File: src/hw/rtl/rsfl_ram.sv
// rsfl_ram: simple dual-port memory, one write and one registered read port
// write-first on an address collision; no dependencies
module rsfl_ram #(
    parameter int DEPTH = 256,
    parameter int WIDTH = 8,
    localparam int AW   = (DEPTH > 1) ? $clog2(DEPTH) : 1
) (
    input  logic             aclk,
    input  logic             we,
    input  logic [AW-1:0]    waddr,
    input  logic [WIDTH-1:0] wdata,
    input  logic             re,
    input  logic [AW-1:0]    raddr,
    output logic [WIDTH-1:0] rdata
);

    logic [WIDTH-1:0] mem_array [DEPTH];
    logic [WIDTH-1:0] rdata_reg;

    always_ff @(posedge aclk) begin
        if (we) begin
            mem_array[waddr] <= wdata;
        end
        if (re) begin
            if (we && (waddr == raddr)) begin
                rdata_reg <= wdata;
            end else begin
                rdata_reg <= mem_array[raddr];
            end
        end
    end

    assign rdata = rdata_reg;

endmodule

File: config.mk
export PLATFORM = sky130hd
export DESIGN_NAME = rsfl_ram
export DESIGN_NICKNAME = d
export VERILOG_FILES = /design/src/hw/rtl/rsfl_ram.sv
export SDC_FILE = /design/constraint.sdc
export NUM_CORES = 2
export LEC_CHECK = 0
export BUFFER_PORTS_ARGS = -buffer_cell sky130_fd_sc_hd__clkbuf_2
export CORE_ASPECT_RATIO = 0.7
export CORE_MARGIN = 1
export CORE_UTILIZATION = 55
export CTS_CLUSTER_DIAMETER = 80
export DETAILED_ROUTE_END_ITERATION = 10
export GPL_ROUTABILITY_DRIVEN = 0
export PLACE_DENSITY = 0.73
export SLEW_MARGIN = 5
export SYNTH_ARGS = -nofsm -noshare
export SYNTH_HDL_FRONTEND = slang
export SYNTH_SLANG_ARGS = --single-unit
File: constraint.sdc
create_clock -name aclk -period 2.3 [get_ports aclk]
set_input_delay 0.115 -clock aclk [delete_from_list [all_inputs] [get_ports aclk]]
set_output_delay 0.115 -clock aclk [all_outputs]
set_load 0.05 [all_outputs]
; Word-level counts from Yosys, hierarchy flattened
; Memory sizes are Yosys's and may differ from the RTL's. A register that Yosys moved wholly into a read port is not among the register bits.
; Cells that the tools add are included.
[totals]
rom_bits = 0
register_bits = 0
mem_count = 1
wordCells = 3
in_bits = 27
latch_bits = 0
mem_bits_rw = 2048
[mem_list]
columns = memory, words, width, rd, rd_ports_with_merged_regs, write_ports, line
row1 = mem_array, 256, 8, 1, 1, 1, 17  ; logic [WIDTH-1:0] mem_array [DEPTH];
[op_classes]
n_eq_ne = 0
multipliers = 0
n_reduce_logical = 0
magnitude_cmp = 0
n_shift = 0
div_mod_pow = 0
n_mux = 2
bitwise = 0
n_addsub = 0
[op_table]
columns = operator, count
row1 = 2-to-1 mux 1 bit, 2

; Longest topological paths before layout
[depth]
word_depth = 2
mapped_depth = 12

; Worst setup path before layout
; No wires, ideal clock.
[synth_timing]
path_type = input-to-reg
start = input raddr[1]
end = register rdata_reg[4], in the netlist rdata[4] (read register of mem_array), data pin
path_buffers = 3
path_slack_ns = -0.230
stages = 9
t_arrival_ns = 2.258
cell_sequence = buf_2 -> buf_2 -> buf_1 -> mux4_2 -> a21oi_1 -> nor3_1 -> or4_1 -> a2111oi_0 -> a21oi_1
[synth_rtl]
columns = item, line
row1 = "start, declared", 13  ; input logic [AW-1:0] raddr,
row2 = "end, declared", 18  ; logic [WIDTH-1:0] rdata_reg;

==> impl_metrics.tcl <==
set metrics [dict create \
    finalWorstPathRequiredPeriod_ns 2.64 \
    core_area_um2 144000 \
    clock_power_share_pct 39.5 \
    synthDistinctLibCells 47 \
    wl_per_cell_um 31.0 \
    largest_register_ff_count 2048 \
    layout_worst_path_cycle_share_pct 115 \
    finalHoldViolCount 0 \
    cts_made_buffers 179 \
    post-cts-setup-buffer-count 0 \
    failed_checks "negative setup slack" \
    design.die.area_um2 147000 \
    detailedRoute.firstIterationViolations 6932 \
    synth_cells 4007 \
    pwr-share-seq_pct 54.6 \
    firstDrtPassIters 6 \
    power_leakage_uw 0.0309 \
    clockBufferDepth 3 \
    switching_share_pct 21.4 \
    pin_count_of_the_biggest_net_entering_global_routing 110 \
    slew_headroom_pct 19.4 \
    worstSetupStartpointType "register" \
    via_count_of_the_first_global_routing_pass 42900 \
    synth_edf_count 2056 \
    syn_to_final_growth_pct 17.2 \
    insertion_delay_ns 0.83 \
    ir_drop_mv 0.831 \
    tritoncts "yes" \
    synth_nets 4034 \
    clkTransAtPathRegs_ns 0.07 \
    drc 0 \
    skew_ns 0.0339 \
    grt_setup_unrepaired "true" \
    crit_path_max_fanout 1 \
    floorplan.initialDensity_pct 55.6 \
    final_max_slew_viol_count 0 \
    synthesis.area_um2 79800 \
    postRouteWirelength_mm 207 \
    cts.sinks 2056 \
    vias 43600 \
    total_overflow_reported_by_the_global_router 0 \
    fillCellCount 9237 \
    final_area_um2 93500 \
    grt_use_total_pct 28.6 \
    num_io_pins 35 \
    detailed_place.area_um2 87400 \
    cts_max_level 4 \
    die_width_um 457 \
    worst_hold_path_type "in2reg" \
    intPower_uw 59600 \
    seq_area_frac_synth_pct 77.3 \
    global_route_wire_length_before_repair_mm 300 \
    synthesis.area_per_instance_um2 19.9 \
    cts_root_buffer "clkbuf_16" \
    finalCoreUtilization_pct 65.2 \
    num-nets-final 4692 \
    net-switching-power_uw 16200 \
    ys_seq_elements 2056 \
    drive_above_1_share_pct 28.9 \
    totalNegativeSetupSlack_ns -2.12 \
    avgViaCountPerCell 6.51 \
    setup_ws_ns -0.335 \
    fp.dieH_um 321 \
    finalSetupViolCount 8 \
    arrival_ns 3.20 \
    hpwlAfterDp_mm 134 \
    placement.io_buffers 34 \
    ys.warnings.count 0 \
    synth-main-ff-cell "edfxtp_1" \
    row_count 116 \
    path_class "reg2reg" \
    hold-worst-slack_ns 0.100 \
    antenna_found_initial 7 \
    max_freq_mhz 379 \
    run_status "finished, violations left" \
    timing.max_cap.violations 0 \
    worst_slew_pin_slew_ns 1.20 \
    synthArstFlopShare_pct 0 \
    timing.critical_path.required_ns 2.86 \
    power_density_nw_per_um2 810 \
    end_kind "register" \
    comb_power_share_pct 5.9 \
    route.antenna.remaining_nets 0 \
]
## layout by cell type, fill, tap and decap left out, types with 8 or more instances in the layout
| cell type | synthesis | final |
|---|---|---|
| mux4_2 | 350 | 350 |
| o221ai_1 | 39 | 38 |
| bufinv_16 | 0 | 18 |
| dlygate4sd3_1 | 0 | 12 |
| nor2_1 | 295 | 291 |
| nor2b_1 | 30 | 28 |
| nand2_1 | 79 | 79 |
| a211oi_1 | 43 | 25 |
| buf_4 | 42 | 609 |
| nor3_1 | 40 | 30 |
| a211oi_2 | 0 | 12 |
| nand4_1 | 26 | 26 |
| o22ai_1 | 65 | 65 |
| clkinv_1 | 3 | 40 |
| clkbuf_2 | 0 | 22 |
| a221oi_1 | 59 | 58 |
| a22oi_1 | 98 | 97 |
| o21ai_0 | 62 | 59 |
| mux2i_1 | 315 | 315 |
| edfxtp_1 | 2056 | 2056 |
| nand3_1 | 39 | 39 |
| a21oi_1 | 71 | 62 |
| clkinv_2 | 0 | 34 |
| o31ai_1 | 11 | 11 |
| clkbuf_16 | 0 | 183 |
| clkbuf_8 | 0 | 8 |
| clkbuf_1 | 126 | 34 |
| buf_12 | 0 | 73 |
## power by group through the flow
stage                     Sequential, uW  Clock, uW  Combinational [uW]
after floorplan                    42200          0                2030
after global placement             42200          0                4230
after detailed placement           42200          0                4310
after CTS                          41400      30100                4420
after global routing               41300      31500                4680
final                              41400      29900                4500
## worst max-delay path: stages (launching register included)
cell	delay [ns]
edfxtp_1	0.38
mux4_2	0.54
a21oi_4	0.22
nor3_2	0.10
or4_4	0.65
a2111oi_4	0.40
a21oi_2	0.08
## path summary, 6_finish.rpt
| kind | startpoint | end | slack (ns) | cells past startpoint |
|---|---|---|---|---|
| hold reg to reg | mem_array[194][4] | rdata[4] | 1.19 | 5 |
| setup reg to reg | mem_array[247][3] | rdata[3] | -0.34 | 6 |
| setup / recovery | mem_array[247][3] | rdata[3] | -0.34 | 6 |
| hold / removal | waddr[4] | mem_array[255][6] | 0.10 | 3 |
## kinds of logic (layout without fill, tap and decap cells)
| family | Yosys count | in the layout | synth area share [%] |
|---|---|---|---|
| DFF | 2056 | 2056 | 77.3 |
| muxes | 665 | 665 | 13.8 |
| and+or+nand+nor | 541 | 541 | 2.97 |
| AOI/OAI and AO/OA | 480 | 480 | 4.19 |
| buffers and inverters | 257 | 1054 | 1.59 |
| xor gates and xnor gates | 8 | 8 | 0.0878 |
| other | 0 | 1 | 0 |
## cell type report
class | count | area (um^2) | area share, %
multi-input cells | 1694 | 17300 | 18.5
inverters | 7 | 26.3 | 0.0281
clock buffers | 217 | 4710 | 5.03
well taps | 1888 | 2360 | 2.53
flip-flops and latches | 2056 | 61700 | 66.0
clock inverters | 103 | 1010 | 1.08
diodes | 1 | 2.50 | 0.00268
repair buffers | 727 | 6410 | 6.86
## cells in the mapped netlist (40+ instances only)
cell      count  area, um^2
a211oi_1     43         323
nor2_1      295        1110
buf_4        42         315
edfxtp_1   2056       61700
buf_2        51         255
o22ai_1      65         407
mux2i_1     315        3150
a22oi_1      98         736
a21oi_1      71         355
nand2_1      79         297
clkbuf_1    126         473
nor3_1       40         200
mux4_2      350        7880
a221oi_1     59         517
o21ai_0      62         310
## metrics by stage
step / instances / total power, uW / worst slack [ns]
4_1_cts: 6692 / 75900 / -0.272
3_5_place_dp: 6365 / 46500 / -0.937
6_report: 6693 / 75800 / -0.335
3_3_place_gp: 6365 / 46400 / -0.924
5_1_grt: 6693 / 77500 / -0.380
2_1_floorplan: 4007 / 44200 / -0.0189
## timing repair
action | 4_1_cts | 5_1_grt
hold buffers | 12 | 0
gates resized for setup | 51 | 12
setup endpoints to repair | 8 | 8
hold endpoints to repair | 567 | 0
pin swaps | 26 | 12
gates cloned | 0 | 0
## routing by layer
metal	wire length, um	global-route usage, %
met5	26	0
met4	6600	9.14
met3	28900	8.77
met2	89900	40.5
met1	82000	42.6
Note: power is estimated with default switching activity, not from simulation.
