[src/hw/rtl/rsfl_pkg.sv]
// rsfl_pkg: shared types, codes and defaults for the record slot free list unit
// used by rsfl_ctrl and record_slot_free_list_unit; no dependencies
package rsfl_pkg;

    localparam int SLOTS_DEFAULT        = 256;
    localparam int PAYLOAD_BITS_DEFAULT = 64;
    localparam int SLOT_W               = 8;
    localparam int DATA_W               = 64;
    localparam int ACTION_W             = 2;
    localparam int STATUS_W             = 2;

    typedef enum logic [ACTION_W-1:0] {
        ACT_ADD    = 2'd0,
        ACT_DELETE = 2'd1,
        ACT_READ   = 2'd2,
        ACT_NOP    = 2'd3
    } action_t;

    typedef enum logic [STATUS_W-1:0] {
        ST_OK      = 2'd0,
        ST_FREED   = 2'd1,
        ST_FULL    = 2'd2,
        ST_UNALLOC = 2'd3
    } status_t;

    typedef struct packed {
        logic link;
        logic live;
        logic rec;
    } mem_we_t;

    typedef struct packed {
        status_t            status;
        logic [SLOT_W-1:0]  placed_slot;
        logic [DATA_W-1:0]  read_data;
        logic               live;
    } result_t;

endpackage

[src/hw/rtl/rsfl_ctrl.sv]
// rsfl_ctrl: free list state and per-beat decision logic
// depends on rsfl_pkg; memory read data comes from rsfl_ram instances in the top level
module rsfl_ctrl
    import rsfl_pkg::*;
#(
    parameter int SLOTS        = SLOTS_DEFAULT,
    parameter int PAYLOAD_BITS = PAYLOAD_BITS_DEFAULT,
    localparam int IDX_W       = $clog2(SLOTS),
    localparam int CNT_W       = $clog2(SLOTS + 1)
) (
    input  logic                    aclk,
    input  logic                    aresetn,
    input  logic                    fire,
    input  action_t                 action,
    input  logic [SLOT_W-1:0]       slot,
    input  logic [IDX_W-1:0]        link_rd,
    input  logic                    live_rd,
    input  logic [PAYLOAD_BITS-1:0] rec_rd,
    output mem_we_t                 we,
    output logic [IDX_W-1:0]        wr_slot,
    output logic [IDX_W-1:0]        link_wdata,
    output logic                    live_wdata,
    output logic [IDX_W-1:0]        head_next,
    output result_t                 result
);

    localparam int CMP_W = (CNT_W > SLOT_W) ? CNT_W : SLOT_W;

    logic [IDX_W-1:0] free_head_reg, free_head_next;
    logic             free_empty_reg, free_empty_next;
    logic [CNT_W-1:0] used_count_reg, used_count_next;
    logic [CNT_W-1:0] free_count_reg, free_count_next;
    mem_we_t          we_c;
    logic [IDX_W-1:0] slot_idx;
    logic             slot_alloc;

    assign slot_idx   = IDX_W'(slot);
    assign slot_alloc = CMP_W'(slot) < CMP_W'(used_count_reg);

    always_comb begin
        free_head_next  = free_head_reg;
        free_empty_next = free_empty_reg;
        used_count_next = used_count_reg;
        free_count_next = free_count_reg;
        we_c            = '0;
        wr_slot         = '0;
        link_wdata      = '0;
        live_wdata      = 1'b0;
        result          = '0;
        result.status   = ST_OK;
        unique case (action)
            ACT_ADD: begin
                if (!free_empty_reg) begin
                    wr_slot            = free_head_reg;
                    free_head_next     = link_rd;
                    free_count_next    = free_count_reg - CNT_W'(1);
                    free_empty_next    = (free_count_reg == CNT_W'(1));
                    we_c.live          = 1'b1;
                    we_c.rec           = 1'b1;
                    live_wdata         = 1'b1;
                    result.placed_slot = SLOT_W'(free_head_reg);
                end else if (used_count_reg < CNT_W'(SLOTS)) begin
                    wr_slot            = used_count_reg[IDX_W-1:0];
                    used_count_next    = used_count_reg + CNT_W'(1);
                    we_c.live          = 1'b1;
                    we_c.rec           = 1'b1;
                    live_wdata         = 1'b1;
                    result.placed_slot = SLOT_W'(used_count_reg[IDX_W-1:0]);
                end else begin
                    result.status = ST_FULL;
                end
            end
            ACT_DELETE: begin
                if (!slot_alloc) begin
                    result.status = ST_UNALLOC;
                end else if (!live_rd) begin
                    result.status = ST_FREED;
                end else begin
                    we_c.link       = 1'b1;
                    we_c.live       = 1'b1;
                    wr_slot         = slot_idx;
                    link_wdata      = free_empty_reg ? '0 : free_head_reg;
                    free_head_next  = slot_idx;
                    free_empty_next = 1'b0;
                    free_count_next = free_count_reg + CNT_W'(1);
                end
            end
            ACT_READ: begin
                if (!slot_alloc) begin
                    result.status = ST_UNALLOC;
                end else begin
                    result.read_data = DATA_W'(rec_rd);
                    result.live      = live_rd;
                end
            end
            ACT_NOP: begin
            end
            default: begin
            end
        endcase
    end

    assign we        = fire ? we_c : '0;
    assign head_next = fire ? free_head_next : free_head_reg;

    always_ff @(posedge aclk) begin
        if (!aresetn) begin
            free_head_reg  <= '0;
            free_empty_reg <= 1'b1;
            used_count_reg <= '0;
            free_count_reg <= '0;
        end else if (fire) begin
            free_head_reg  <= free_head_next;
            free_empty_reg <= free_empty_next;
            used_count_reg <= used_count_next;
            free_count_reg <= free_count_next;
        end
    end

endmodule

[config.mk]
export PLATFORM = sky130hd
export DESIGN_NAME = rsfl_ctrl
export DESIGN_NICKNAME = d
export VERILOG_FILES = /design/src/hw/rtl/rsfl_pkg.sv /design/src/hw/rtl/rsfl_ctrl.sv
export SDC_FILE = /design/constraint.sdc
export NUM_CORES = 1
export LEC_CHECK = 0
export CORE_ASPECT_RATIO = 0.9
export CORE_UTILIZATION = 60
export DETAILED_ROUTE_END_ITERATION = 7
export DONT_BUFFER_PORTS = 1
export PLACE_DENSITY = 0.76
export SYNTH_ARGS = -nofsm -noshare
export SYNTH_HDL_FRONTEND = slang
export SYNTH_SLANG_ARGS = --single-unit
[constraint.sdc]
create_clock -name aclk -period 7.1 [get_ports aclk]
set_clock_uncertainty 0.1 [all_clocks]
set_input_delay 1.42 -clock aclk [delete_from_list [all_inputs] [get_ports aclk]]
set_output_delay 1.42 -clock aclk [all_outputs]
set_load 0.005 [all_outputs]
Yosys cells after proc, flatten, opt, wreduce, memory -nomap -nowiden

Cells that the tools add are included.

Register bits after elaboration: 27
Input bits: 86
Output and inout port bits: 103
Logic and storage cells: 62

$add $sub $neg: 3
Magnitude comparators: 2
Eq/ne operators: 6
Muxes and demuxes: 42
Reduce and logical (&&, ||, !) cells: 5

Operators by type and width:

| operator                                             | count |
|---|---|
| 2-to-1 mux 65 bit                                    | 2 |
| 2-to-1 mux 8 bit                                     | 13 |
| one-hot mux 8 bit (2 select lines)                   | 2 |
| 2-to-1 mux 9 bit                                     | 3 |
| adder 9 x 1 -> 9 bit (second input constant)         | 2 |
| one-hot mux 9 bit (2 select lines)                   | 1 |
| 2-to-1 mux 2 bit                                     | 8 |
| equality test 9 x 1 -> 1 bit (second input constant) | 1 |
| < comparator 8 x 9 -> 1 bit                          | 1 |
| < comparator 9 bit (second input constant)           | 1 |
| 2-to-1 mux 1 bit                                     | 9 |
| subtractor 9 x 1 -> 9 bit (second input constant)    | 1 |
| AND reduction 4 bit                                  | 2 |
| inequality test 2 bit (second input constant)        | 3 |
| one-hot mux 2 bit (3 select lines)                   | 1 |
| AND reduction 5 bit                                  | 1 |
| one-hot mux 1 bit (2 select lines)                   | 2 |
| 2-to-1 mux 3 bit                                     | 1 |
| equality test 2 x 1 -> 1 bit (second input constant) | 1 |
| equality test 2 bit (second input constant)          | 1 |
| logical NOT 2 bit                                    | 1 |
| nonzero test 2 bit                                   | 1 |

Logic depth before layout (Yosys ltp)

Depth in word-level cells: 5
Depth in mapped cells: 8
Depth with buffers taken out: 7

Least setup slack after synthesis

Ideal clock, no wire load.

Path type: input port to output port
Start point: input port slot[4]
End point: output port head_next[2]
Data arrival time: 2.981 ns
Data required time: 5.580 ns
Slack: 2.599 ns
Stages on the path: 7
Path buffers: 1
Cell sequence: ha_1 -> a211oi_2 -> o211ai_1 -> a211oi_2 -> buf_2 -> a21oi_1 -> o22ai_1

Word-level cells in the longest chain between the ends: 4

Ends and longest elaborated chain:

| element                            | RTL line        | source |
|---|---|---|
| start: declaration                 | rsfl_ctrl.sv:15 | `input logic [SLOT_W-1:0] slot,` |
| < comparator 8 x 9 -> 1 bit        | rsfl_ctrl.sv:38 | `assign slot_alloc = CMP_W'(slot) < CMP_W'(used_count_reg);` |
| 2-to-1 mux 8 bit                   | rsfl_ctrl.sv:74 | `if (!slot_alloc) begin` |
| one-hot mux 8 bit (2 select lines) | rsfl_ctrl.sv:51 | `unique case (action)` |
| 2-to-1 mux 8 bit                   | --              |  |
| end: declaration                   | rsfl_ctrl.sv:23 | `output logic [IDX_W-1:0] head_next,` |

Every way passes these cells.

Worst setup path in the final report

Start point: input port slot[6]
End point: output port head_next[4]

The elaborated chain is that of the path after synthesis.

==> results.sh <==
export IMPL_antenna_found_initial=3
export IMPL_routedWlPerCell_um=25.6
export IMPL_ys_types=65
export IMPL_reg2regPathDepth=7
export IMPL_p_per_area_nw_per_um2=163
export IMPL_vias=3199
export IMPL_p_comb_share_pct=33.9
export IMPL_clock_sinks=27
export IMPL_cts_tree="built"
export IMPL_synth_fa_ha_area_share_pct=4.63
export IMPL_reg2reg_slack_ps=4330
export IMPL_slew_viol_final=0
export IMPL_grt_pass1_vias=2664
export IMPL_cp_arrival_ps=3440
export IMPL_post_place_ws_ps=2170
export IMPL_report_final_setup_viol=0
export IMPL_ys_warnings_count=0
export IMPL_cts_buffers_inserted=3
export IMPL_portBuffers=0
export IMPL_synth_top_family_by_area="simple AND/OR/NAND/NOR gates"
export IMPL_relSlewSlack_pct=32.7
export IMPL_drt_met1_wl_um=4560
export IMPL_clkTransAtPathRegs_ps=110
export IMPL_synthSimpleGateAreaFrac_pct=38.4
export IMPL_clkPwrFrac_pct=20.2
export IMPL_grt_setup_unrepaired="no"
export IMPL_status="completed"
export IMPL_fp_row_count=23
export IMPL_hold_ws_ps=398
export IMPL_insertion_delay_ps=290
export IMPL_route_met2_wl_um=5260
export IMPL_drc=0
export IMPL_syn_mean_instance_area_um2=7.19
export IMPL_post_route_worst_setup_slack_ps=2140
export IMPL_drive_above_1_share_pct=5.40
export IMPL_via_per_inst=7.05
export IMPL_critPathMaxFanout=14
export IMPL_gp_congestion=1.01
export IMPL_grt_max_degree=65
export IMPL_leakage_nw=1.18
export IMPL_synth_edff_count=0
export IMPL_dr_wl_met3_um=1420
export IMPL_area_delta_synth_final_pct=-0.000134
export IMPL_fp_dieH_um=68.8
export IMPL_setup_worst_path_start_class="primary input"
export IMPL_grt_pass1_wl_um=16600
export IMPL_fin_tns_setup_ps=0
export IMPL_fp_dieW_um=76.2
export IMPL_cts_resized=0
export IMPL_criticalPathCategory="primary input to primary output"
export IMPL_worstPathRequired_ps=5580
export IMPL_io_pins=189
export IMPL_top_layer="met4"
export IMPL_max_cap_violations=0
export IMPL_synthMuxAreaShare_pct=3.07
export IMPL_holdBufCountCts=0
export IMPL_period_share_pct=69.9
export IMPL_async_reset_ff_share_pct=0
export IMPL_antenna_left=0
export IMPL_h_tree_depth=1
export IMPL_switchingPower_mw=0.195
export IMPL_dr_pass1_iters=5
export IMPL_yosysSeqAreaShare_pct=18.2
export IMPL_cp_end_kind="primary output"
export IMPL_synthCells=414
export IMPL_syn_num_nets=511
export IMPL_ys_seq_elements=27
export IMPL_fin_util_pct=64.6
export IMPL_grt_ovfl_total=0
export IMPL_hp_class="register to register"
export IMPL_wl_um=11600
export IMPL_fmax_mhz=202
export IMPL_synthXorXnorAreaFrac_pct=1.18
export IMPL_cts_setup_buffers=0
export IMPL_core_area_um2=4600
export IMPL_root_buffer="clkbuf_8"
export IMPL_pwr_share_seq_pct=45.9
export IMPL_min_path_cells=2
export IMPL_hold_viol=0
export IMPL_hpwl_um=9090
export IMPL_peakVddDrop_mv=0.0896
export IMPL_synth_main_ff_cell="dfxtp_1"
export IMPL_r2r_end="free_head_reg[4]"
export IMPL_hp_start="used_count_reg[7]"
export IMPL_start_util_pct=64.6
export IMPL_synthesis_area_um2=2980
export IMPL_intPower_mw=0.290
export IMPL_tightestPinTransition_ps=1010
export IMPL_synth_compound_area_share_pct=27.0
export IMPL_die_area_um2=5250
export IMPL_grt_usage_pct=43.0
export IMPL_swShare_pct=40.1
export IMPL_r2r_start="used_count_reg[3]"
export IMPL_nNetsFinal=487
export IMPL_min_period_ps=4960
export IMPL_min_to="used_count_reg[7]"
export IMPL_drt_iter0_drc=418
export IMPL_clock_path_buffers=2
==> critical path, stage by stage <==
cell	delay [ps]
ha_1	290
a211oi_1	340
o21a_1	220
o21ai_1	130
a21oi_1	830
a211oi_1	210
==> final cells by class <==
type / instances / area, um^2
inverters: 19 / 71.3
clock buffers: 3 / 41.3
clock inverters: 1 / 5.00
fillers: 421 / 1630
flip-flops and latches: 27 / 541
multi-input cells: 337 / 2220
repair buffers: 2 / 15.0
well taps: 62 / 77.6
diodes: 3 / 7.51
==> cell usage after synthesis, types with 3 or more instances <==
library cell | n | area [um^2]
ha_1 | 11 | 138
nand3_1 | 9 | 45.0
nor3b_1 | 3 | 22.5
a211oi_2 | 3 | 37.5
mux2i_1 | 8 | 80.1
nand4_1 | 7 | 43.8
clkbuf_1 | 19 | 71.3
nor3_1 | 6 | 30.0
a21boi_1 | 5 | 37.5
inv_1 | 17 | 63.8
nor2b_1 | 4 | 25.0
dfxtp_1 | 27 | 541
a211oi_1 | 5 | 37.5
and3_1 | 11 | 68.8
xnor2_1 | 3 | 26.3
nand2_1 | 34 | 128
a21o_1 | 7 | 52.6
o21ai_0 | 20 | 100
o211a_1 | 3 | 30.0
nor2_1 | 30 | 113
buf_2 | 8 | 40.0
o22ai_1 | 13 | 81.3
or3_1 | 7 | 43.8
nand3b_1 | 5 | 37.5
o21a_1 | 5 | 37.5
and2_1 | 68 | 425
a21oi_1 | 20 | 100
a22oi_1 | 7 | 52.6
==> layout by cell type, fill, tap and decap left out, drive strengths merged, types with 4 or more instances in the layout <==
| cell type | netlist | routed |
|---|---|---|
| and2 | 68 | 68 |
| or3 | 7 | 7 |
| nand2 | 34 | 34 |
| nor2 | 30 | 30 |
| o22ai | 13 | 13 |
| nand3b | 5 | 5 |
| a21o | 7 | 7 |
| nor2b | 4 | 4 |
| nand3 | 10 | 10 |
| inv | 19 | 19 |
| dfxtp | 27 | 27 |
| nor3 | 6 | 6 |
| a22oi | 7 | 7 |
| a211oi | 8 | 8 |
| o21a | 5 | 5 |
| o21ai | 22 | 22 |
| ha | 11 | 11 |
| mux2i | 8 | 8 |
| a21oi | 20 | 20 |
| nand4 | 8 | 8 |
| a21boi | 5 | 5 |
| and3 | 11 | 11 |
==> power groups by stage <==
stage | clock network [mW] | registers, mW | logic [mW]
floorplan | 0 | 0.201 | 0.157
global placement | 0 | 0.222 | 0.156
detailed placement | 0 | 0.223 | 0.161
CTS | 0.0970 | 0.220 | 0.162
global route | 0.103 | 0.227 | 0.179
finish | 0.0980 | 0.223 | 0.164
==> routing by layer <==
| layer | vias up | GRT usage, % |
|---|---|---|
| li1 | 1436 | - |
| met1 | 1473 | 52.6 |
| met2 | 241 | 73.8 |
| met3 | 49 | 13.3 |
| met4 | 0 | 12.7 |
| met5 | - | 0 |
==> metrics by stage <==
| step | cell area (um^2) | total power, mW | cells |
|---|---|---|---|
| 3_3_place_gp | 2920 | 0.378 | 447 |
| 4_1_cts | 2970 | 0.479 | 451 |
| 6_report | 2980 | 0.485 | 454 |
| 5_1_grt | 2970 | 0.508 | 453 |
| 2_1_floorplan | 2980 | 0.358 | 414 |
| 3_5_place_dp | 2920 | 0.384 | 447 |
==> worst max-delay path by stage <==
stage / start / to / slack (ps)
2_1_floorplan: slot[4] / head_next[2] / 2600
5_1_grt: slot[6] / head_next[4] / 1980
3_5_place_dp: slot[6] / head_next[0] / 2170
4_1_cts: slot[6] / head_next[0] / 2150
6_report: slot[6] / head_next[4] / 2140
3_3_place_gp: slot[6] / head_next[4] / 2200
==> logic make-up (layout without fill, tap and decap cells) <==
kind of cell / after synthesis / count (layout)
AO/OA/AOI/OAI: 114 / 114
XOR/XNOR: 4 / 4
adder cells (fa/ha/maj): 11 / 11
buffers and inverters: 50 / 25
flip-flops: 27 / 27
multiplexers: 9 / 9
other: 0 / 3
AND/OR/NAND/NOR: 199 / 199
(Power assumes the default switching activity.)
